--- src/rtl/core/dfs_pkg.sv ---
package dfs_pkg;

  localparam int VERTEX_W = 6;
  localparam int COUNT_W  = 7;
  localparam logic [COUNT_W-1:0] COUNT_RESET = 7'd64;

  typedef logic [VERTEX_W-1:0] vertex_t;
  typedef logic [COUNT_W-1:0]  count_t;

  // controller -> datapath
  typedef struct packed {
    logic accept;
    logic add_slot;
    logic add_link;
    logic trav_init;
    logic root_next;
    logic root_push;
    logic pop;
    logic visit;
    logic edge_start;
    logic edge_step;
    logic flush;
  } dfs_cmd_t;

  // datapath -> controller
  typedef struct packed {
    logic req_trav;
    logic add_ok;
    logic root_done;
    logic root_visited;
    logic stack_empty;
    logic emit_block;
    logic head_ok;
    logic next_ok;
    logic flush_block;
  } dfs_sts_t;

endpackage

--- src/rtl/core/dfs_ctrl.sv ---
module dfs_ctrl (
  input  logic              clk,
  input  logic              rst,
  input  logic              in_valid,
  output logic              in_ready,
  input  dfs_pkg::dfs_sts_t sts,
  output dfs_pkg::dfs_cmd_t cmd
);
  import dfs_pkg::*;

  typedef enum logic [9:0] {
    S_IDLE     = 10'b00_0000_0001,
    S_ADD_SLOT = 10'b00_0000_0010,
    S_ADD_LINK = 10'b00_0000_0100,
    S_TINIT    = 10'b00_0000_1000,
    S_ROOT     = 10'b00_0001_0000,
    S_POP      = 10'b00_0010_0000,
    S_VISIT    = 10'b00_0100_0000,
    S_HEAD     = 10'b00_1000_0000,
    S_EDGE     = 10'b01_0000_0000,
    S_FLUSH    = 10'b10_0000_0000
  } state_t;

  state_t state, state_next;

  always_ff @(posedge clk) begin
    if (rst) begin
      state <= S_IDLE;
    end else begin
      state <= state_next;
    end
  end

  always_comb begin
    state_next = state;
    cmd        = '0;
    in_ready   = 1'b0;
    case (state)
      S_IDLE: begin
        in_ready = 1'b1;
        if (in_valid) begin
          cmd.accept = 1'b1;
          if (sts.req_trav) begin
            state_next = S_TINIT;
          end else if (sts.add_ok) begin
            state_next = S_ADD_SLOT;
          end
        end
      end
      S_ADD_SLOT: begin
        cmd.add_slot = 1'b1;
        state_next   = S_ADD_LINK;
      end
      S_ADD_LINK: begin
        cmd.add_link = 1'b1;
        state_next   = S_IDLE;
      end
      S_TINIT: begin
        cmd.trav_init = 1'b1;
        state_next    = S_ROOT;
      end
      S_ROOT: begin
        if (sts.root_done) begin
          state_next = S_FLUSH;
        end else if (sts.root_visited) begin
          cmd.root_next = 1'b1;
        end else begin
          cmd.root_push = 1'b1;
          state_next    = S_POP;
        end
      end
      S_POP: begin
        if (sts.stack_empty) begin
          // walk of this root is finished
          cmd.root_next = 1'b1;
          state_next    = S_ROOT;
        end else begin
          cmd.pop    = 1'b1;
          state_next = S_VISIT;
        end
      end
      S_VISIT: begin
        if (!sts.emit_block) begin
          cmd.visit  = 1'b1;
          state_next = S_HEAD;
        end
      end
      S_HEAD: begin
        cmd.edge_start = 1'b1;
        state_next     = sts.head_ok ? S_EDGE : S_POP;
      end
      S_EDGE: begin
        cmd.edge_step = 1'b1;
        if (!sts.next_ok) begin
          state_next = S_POP;
        end
      end
      S_FLUSH: begin
        if (!sts.flush_block) begin
          cmd.flush  = 1'b1;
          state_next = S_IDLE;
        end
      end
      default: begin
        state_next = S_IDLE;
      end
    endcase
  end

endmodule

--- config.mk ---
export PLATFORM = sky130hd
export DESIGN_NAME = dfs_ctrl
export DESIGN_NICKNAME = d
export VERILOG_FILES = /design/src/rtl/core/dfs_pkg.sv /design/src/rtl/core/dfs_ctrl.sv
export SDC_FILE = /design/constraint.sdc
export NUM_CORES = 1
export LEC_CHECK = 0
export BUFFER_PORTS_ARGS = -buffer_cell sky130_fd_sc_hd__buf_4
export CAP_MARGIN = 20
export CORE_MARGIN = 4
export CORE_UTILIZATION = 25
export CTS_CLUSTER_SIZE = 10
export DETAILED_ROUTE_END_ITERATION = 8
export GPL_TIMING_DRIVEN = 0
export PLACE_DENSITY = 0.5
export RECOVER_POWER = 50
export REMOVE_ABC_BUFFERS = 1
export SYNTH_ARGS = -nofsm -noshare
export SYNTH_HDL_FRONTEND = slang
export SYNTH_SLANG_ARGS = --single-unit
--- constraint.sdc ---
create_clock -name clk -period 2.5 [get_ports clk]
set_clock_uncertainty 0.05 [all_clocks]
set_input_delay 0.25 -clock clk [delete_from_list [all_inputs] [get_ports clk]]
set_output_delay 0.25 -clock clk [all_outputs]
set_load 0.01 [all_outputs]
# Word level (Yosys, flattened, before mapping)
# Index checks and enable logic that the tools add are counted.
[word_totals]
out_inout_bits = 12
input_bits = 12
reg_bits = 10
elab_cells = 49
[classes]
eq_ne = 16
reduce_logical = 1
n_mux = 31
[op_table]
columns = ["op", "count"]
rows = [
  ["one-hot mux 10 bit (9 select lines)", 1],
  ["2-to-1 mux 10 bit", 8],
  ["2-to-1 mux 1 bit", 18],
  ["equality test 10 x 1 -> 1 bit, second input constant", 1],
  ["equality test 10 bit, second input constant", 1],
  ["equality test 10 x 2 -> 1 bit, second input constant", 1],
  ["equality test 10 x 3 -> 1 bit, second input constant", 1],
  ["equality test 10 x 4 -> 1 bit, second input constant", 1],
  ["equality test 10 x 5 -> 1 bit, second input constant", 1],
  ["equality test 10 x 6 -> 1 bit, second input constant", 1],
  ["equality test 10 x 7 -> 1 bit, second input constant", 1],
  ["equality test 10 x 8 -> 1 bit, second input constant", 1],
  ["equality test 10 x 9 -> 1 bit, second input constant", 1],
  ["2-to-1 mux 9 bit", 1],
  ["inequality test 2 bit, second input constant", 4],
  ["2-to-1 mux 7 bit", 1],
  ["inequality test 3 bit, second input constant", 2],
  ["AND reduction 6 bit", 1],
  ["2-to-1 mux 2 bit", 1],
  ["one-hot mux 1 bit (2 select lines)", 1],
]

# Depth between registers and ports, before layout
[depth]
ltp_word = 4
ltp_mapped = 7
ltp_nobuf = 5

# Worst setup path before layout
# OpenSTA, ideal clock, no wires.
[synth_timing]
kind = "flip-flop to output port"
startpoint = "register state[0]"
endpoint = "output cmd[5] in the netlist's numbering"
t_required_ns = 2.200
path_stages_with_launch = 6
n_path_buf = 1
t_arrival_ns = 1.498
path_slack_ns = 0.702
path_cell_list = "dfxtp_1 -> buf_2 -> nor3_4 -> nand3b_2 -> or3_2 -> nor3_1"
[synth_rtl]
columns = ["item", "line", "text"]
rows = [
  ["start: declaration", "dfs_ctrl.sv:24", "state_t state, state_next;"],
  ["start signal: assignment", "dfs_ctrl.sv:30", "state <= state_next;"],
  ["end: declaration", "dfs_ctrl.sv:7", "output dfs_pkg::dfs_cmd_t cmd"],
]

==> flow_metrics.tcl <==
set metrics [dict create \
    first_global_vias 713 \
    worst-setup-path-type "flip-flop to primary output" \
    cts_root_buf "clkbuf_4" \
    clkTransAtPathRegs_ns 0.07 \
    ant_nets 0 \
    required_ns 2.20 \
    io_buffer_count 23 \
    arrival_ns 2.08 \
    grt_pass1_wl_mm 3.31 \
    post-route-period-util_pct 95.0 \
    clock-sinks 10 \
    async_flop_share_pct 0 \
    r2r_slack_ns 0.52 \
    slew_violations 0 \
    place_congestion 0.771 \
    fin_crit_ns 2.38 \
    clock_latency_ns 0.27 \
    setup_violations 0 \
    dp_hpwl_mm 1.64 \
    via_count 777 \
    hold_depth 2 \
    drv_cap 0 \
    rsz0062_at_grt "no" \
    max_freq_mhz 421 \
    grt_max_degree 13 \
    hold_buffers 0 \
    max-vdd-ir-drop_mv 0.278 \
    rows 19 \
    syn_to_final_growth_pct 25.8 \
    worst_pin_slew_ns 0.516 \
    reg2reg_depth 5 \
    synth.top_cells.by_area "dfxtp_1, nor2_1, nor3_4, nand3_1, o21ai_0" \
    grtUsageTotal_pct 10.2 \
    end_kind "primary output" \
    hold_viol 0 \
    hp-class "primary input to flip-flop" \
    ys_types 42 \
    pin_count 24 \
    p_leak_nw 0.407 \
    tns_ns 0 \
    yosysMostFrequentCell "nor2_1" \
    top_register "state" \
    die_area_sq_um 4060 \
    largest_reg_flops 10 \
    grt_antenna_before_repair 0 \
    largestRegisters "state: 10 flops" \
    cts_resized 0 \
    grt-ovfl-total 0 \
    postCtsSetupBuffers 0 \
    relSlewSlack_pct 65.1 \
    total_power_uw 527 \
    synth_edf_count 0 \
    r2r_start "state[6]" \
    routedWlPerCell_um 14.0 \
    reg2reg_to "state[8]" \
    synth_top_cells_by_count "nor2_1, dfxtp_1, inv_1, nand2_1, nand3_1" \
    ys_seq_area_share_pct 25.8 \
    diodes 0 \
    min_to "state[1]" \
    cp_slowest_cell "or4_4" \
    dr.pass1.iters 4 \
    start_util_pct 27.2 \
    drt_iter0_drc 14 \
    drive_above_1_share_pct 33.6 \
    hp-start "sts[8]" \
    power_density_nw_per_um2 540 \
    yosys_warnings 0 \
    yosysTopAreaCell "dfxtp_1" \
    status "finished, final reports clean" \
    die_h_um 63.7 \
    design.core.area_sq_um 2850 \
    cts_tree "yes" \
    cp_cell_sequence "nor3_4 -> nand3b_2 -> or4_4 -> o21ai_0 -> buf_4" \
    syn_area_sq_um 776 \
    vias_per_cell 5.29 \
    crit_path_max_fanout 8 \
    htreeDepth 1 \
    syn_inst 95 \
    ys_ff_latch 10 \
    synthFlopType "dfxtp_1" \
    die_w_um 63.7 \
    clock_path_buffers 2 \
    syn_area_per_cell_sq_um 8.17 \
    cp_slowest_stage_delay_ns 0.56 \
    routed_wl_mm 2.06 \
    layout.nets 129 \
    synth_top_area_share_pct 25.8 \
    drc 0 \
    cts_inserted_buffers 3 \
    cp-start-kind "flip-flop" \
]
==> worst max-delay path by stage <==
| stage | from | end | slack [ns] |
|---|---|---|---|
| final | state[6] | cmd[6] | 0.12 |
| after global routing | state[6] | cmd[6] | 0.06 |
| after CTS | state[6] | cmd[6] | 0.14 |
| after detailed placement | state[6] | cmd[6] | 0.43 |
| after global placement | state[6] | cmd[6] | 0.43 |
| after floorplan | state[6] | cmd[5] | 0.72 |
==> power breakdown <==
part,switching (mW),internal (mW),leakage [nW],total [mW]
Sequential,0.0242,0.170,0.0810,0.194
Clock,0.0602,0.0884,0.0210,0.149
Combinational,0.0961,0.0886,0.305,0.185
==> cell usage in the layout (no fill, tap or decap), types with 2 or more instances in the layout <==
cell type  count
and3b_1        2
a21oi_1        2
buf_4         22
nor2_1        13
o21ai_0        5
nand2_1        6
and3_1         2
clkbuf_4       3
nor3_4         2
nor3_1         4
nand2b_1       2
inv_1          6
dfxtp_1       10
nor4_1         2
nand3_1        6
o2111ai_1      2
xnor2_1        2
==> metrics by stage <==
| step | setup slack, ns | util, % | area, sq um | cells | hold WS (ns) |
|---|---|---|---|---|---|
| 5_1_grt | 0.0601 | 34.2 | 976 | 147 | 0.0968 |
| 4_1_cts | 0.136 | 34.6 | 988 | 147 | 0.104 |
| 2_1_floorplan | 0.724 | - | 741 | 89 | 0.272 |
| 6_report | 0.124 | 34.2 | 976 | 147 | 0.112 |
| 3_5_place_dp | 0.429 | 33.4 | 952 | 143 | 0.387 |
| 3_3_place_gp | 0.426 | 33.4 | 952 | 143 | 0.390 |
==> critical path, delay by kind of cell, from the launching register on <==
family          cells  cell delay (ns)
flops               1             0.41
simple gates        3             1.06
buf+inv             1             0.19
compound gates      1             0.16
==> kinds of logic (layout without fill, tap and decap cells) <==
kind of cell    count (synthesis)  in the layout  synth area share (%)
xor+xnor                        3              3                  3.39
flops                          10             10                  25.8
compound gates                 16             16                  16.1
simple gates                   54             54                  47.3
buf+inv                        12             33                  7.42
==> area by class of cell <==
type                       instances  area (sq um)
clock buffer                       4          36.3
fill                             310          1880
inverter                           6          22.5
multi-input combinational         73           509
sequential                        10           200
tap                               31          38.8
timing repair buffer              23           169
==> per-layer routing <==
layer	track usage [%]	part of all wire [%]
met5	0	0
met2	16.6	47
met1	13.3	47
met4	4.04	1.2
met3	1.95	4.2
Note: power is estimated with default switching activity, not from simulation.
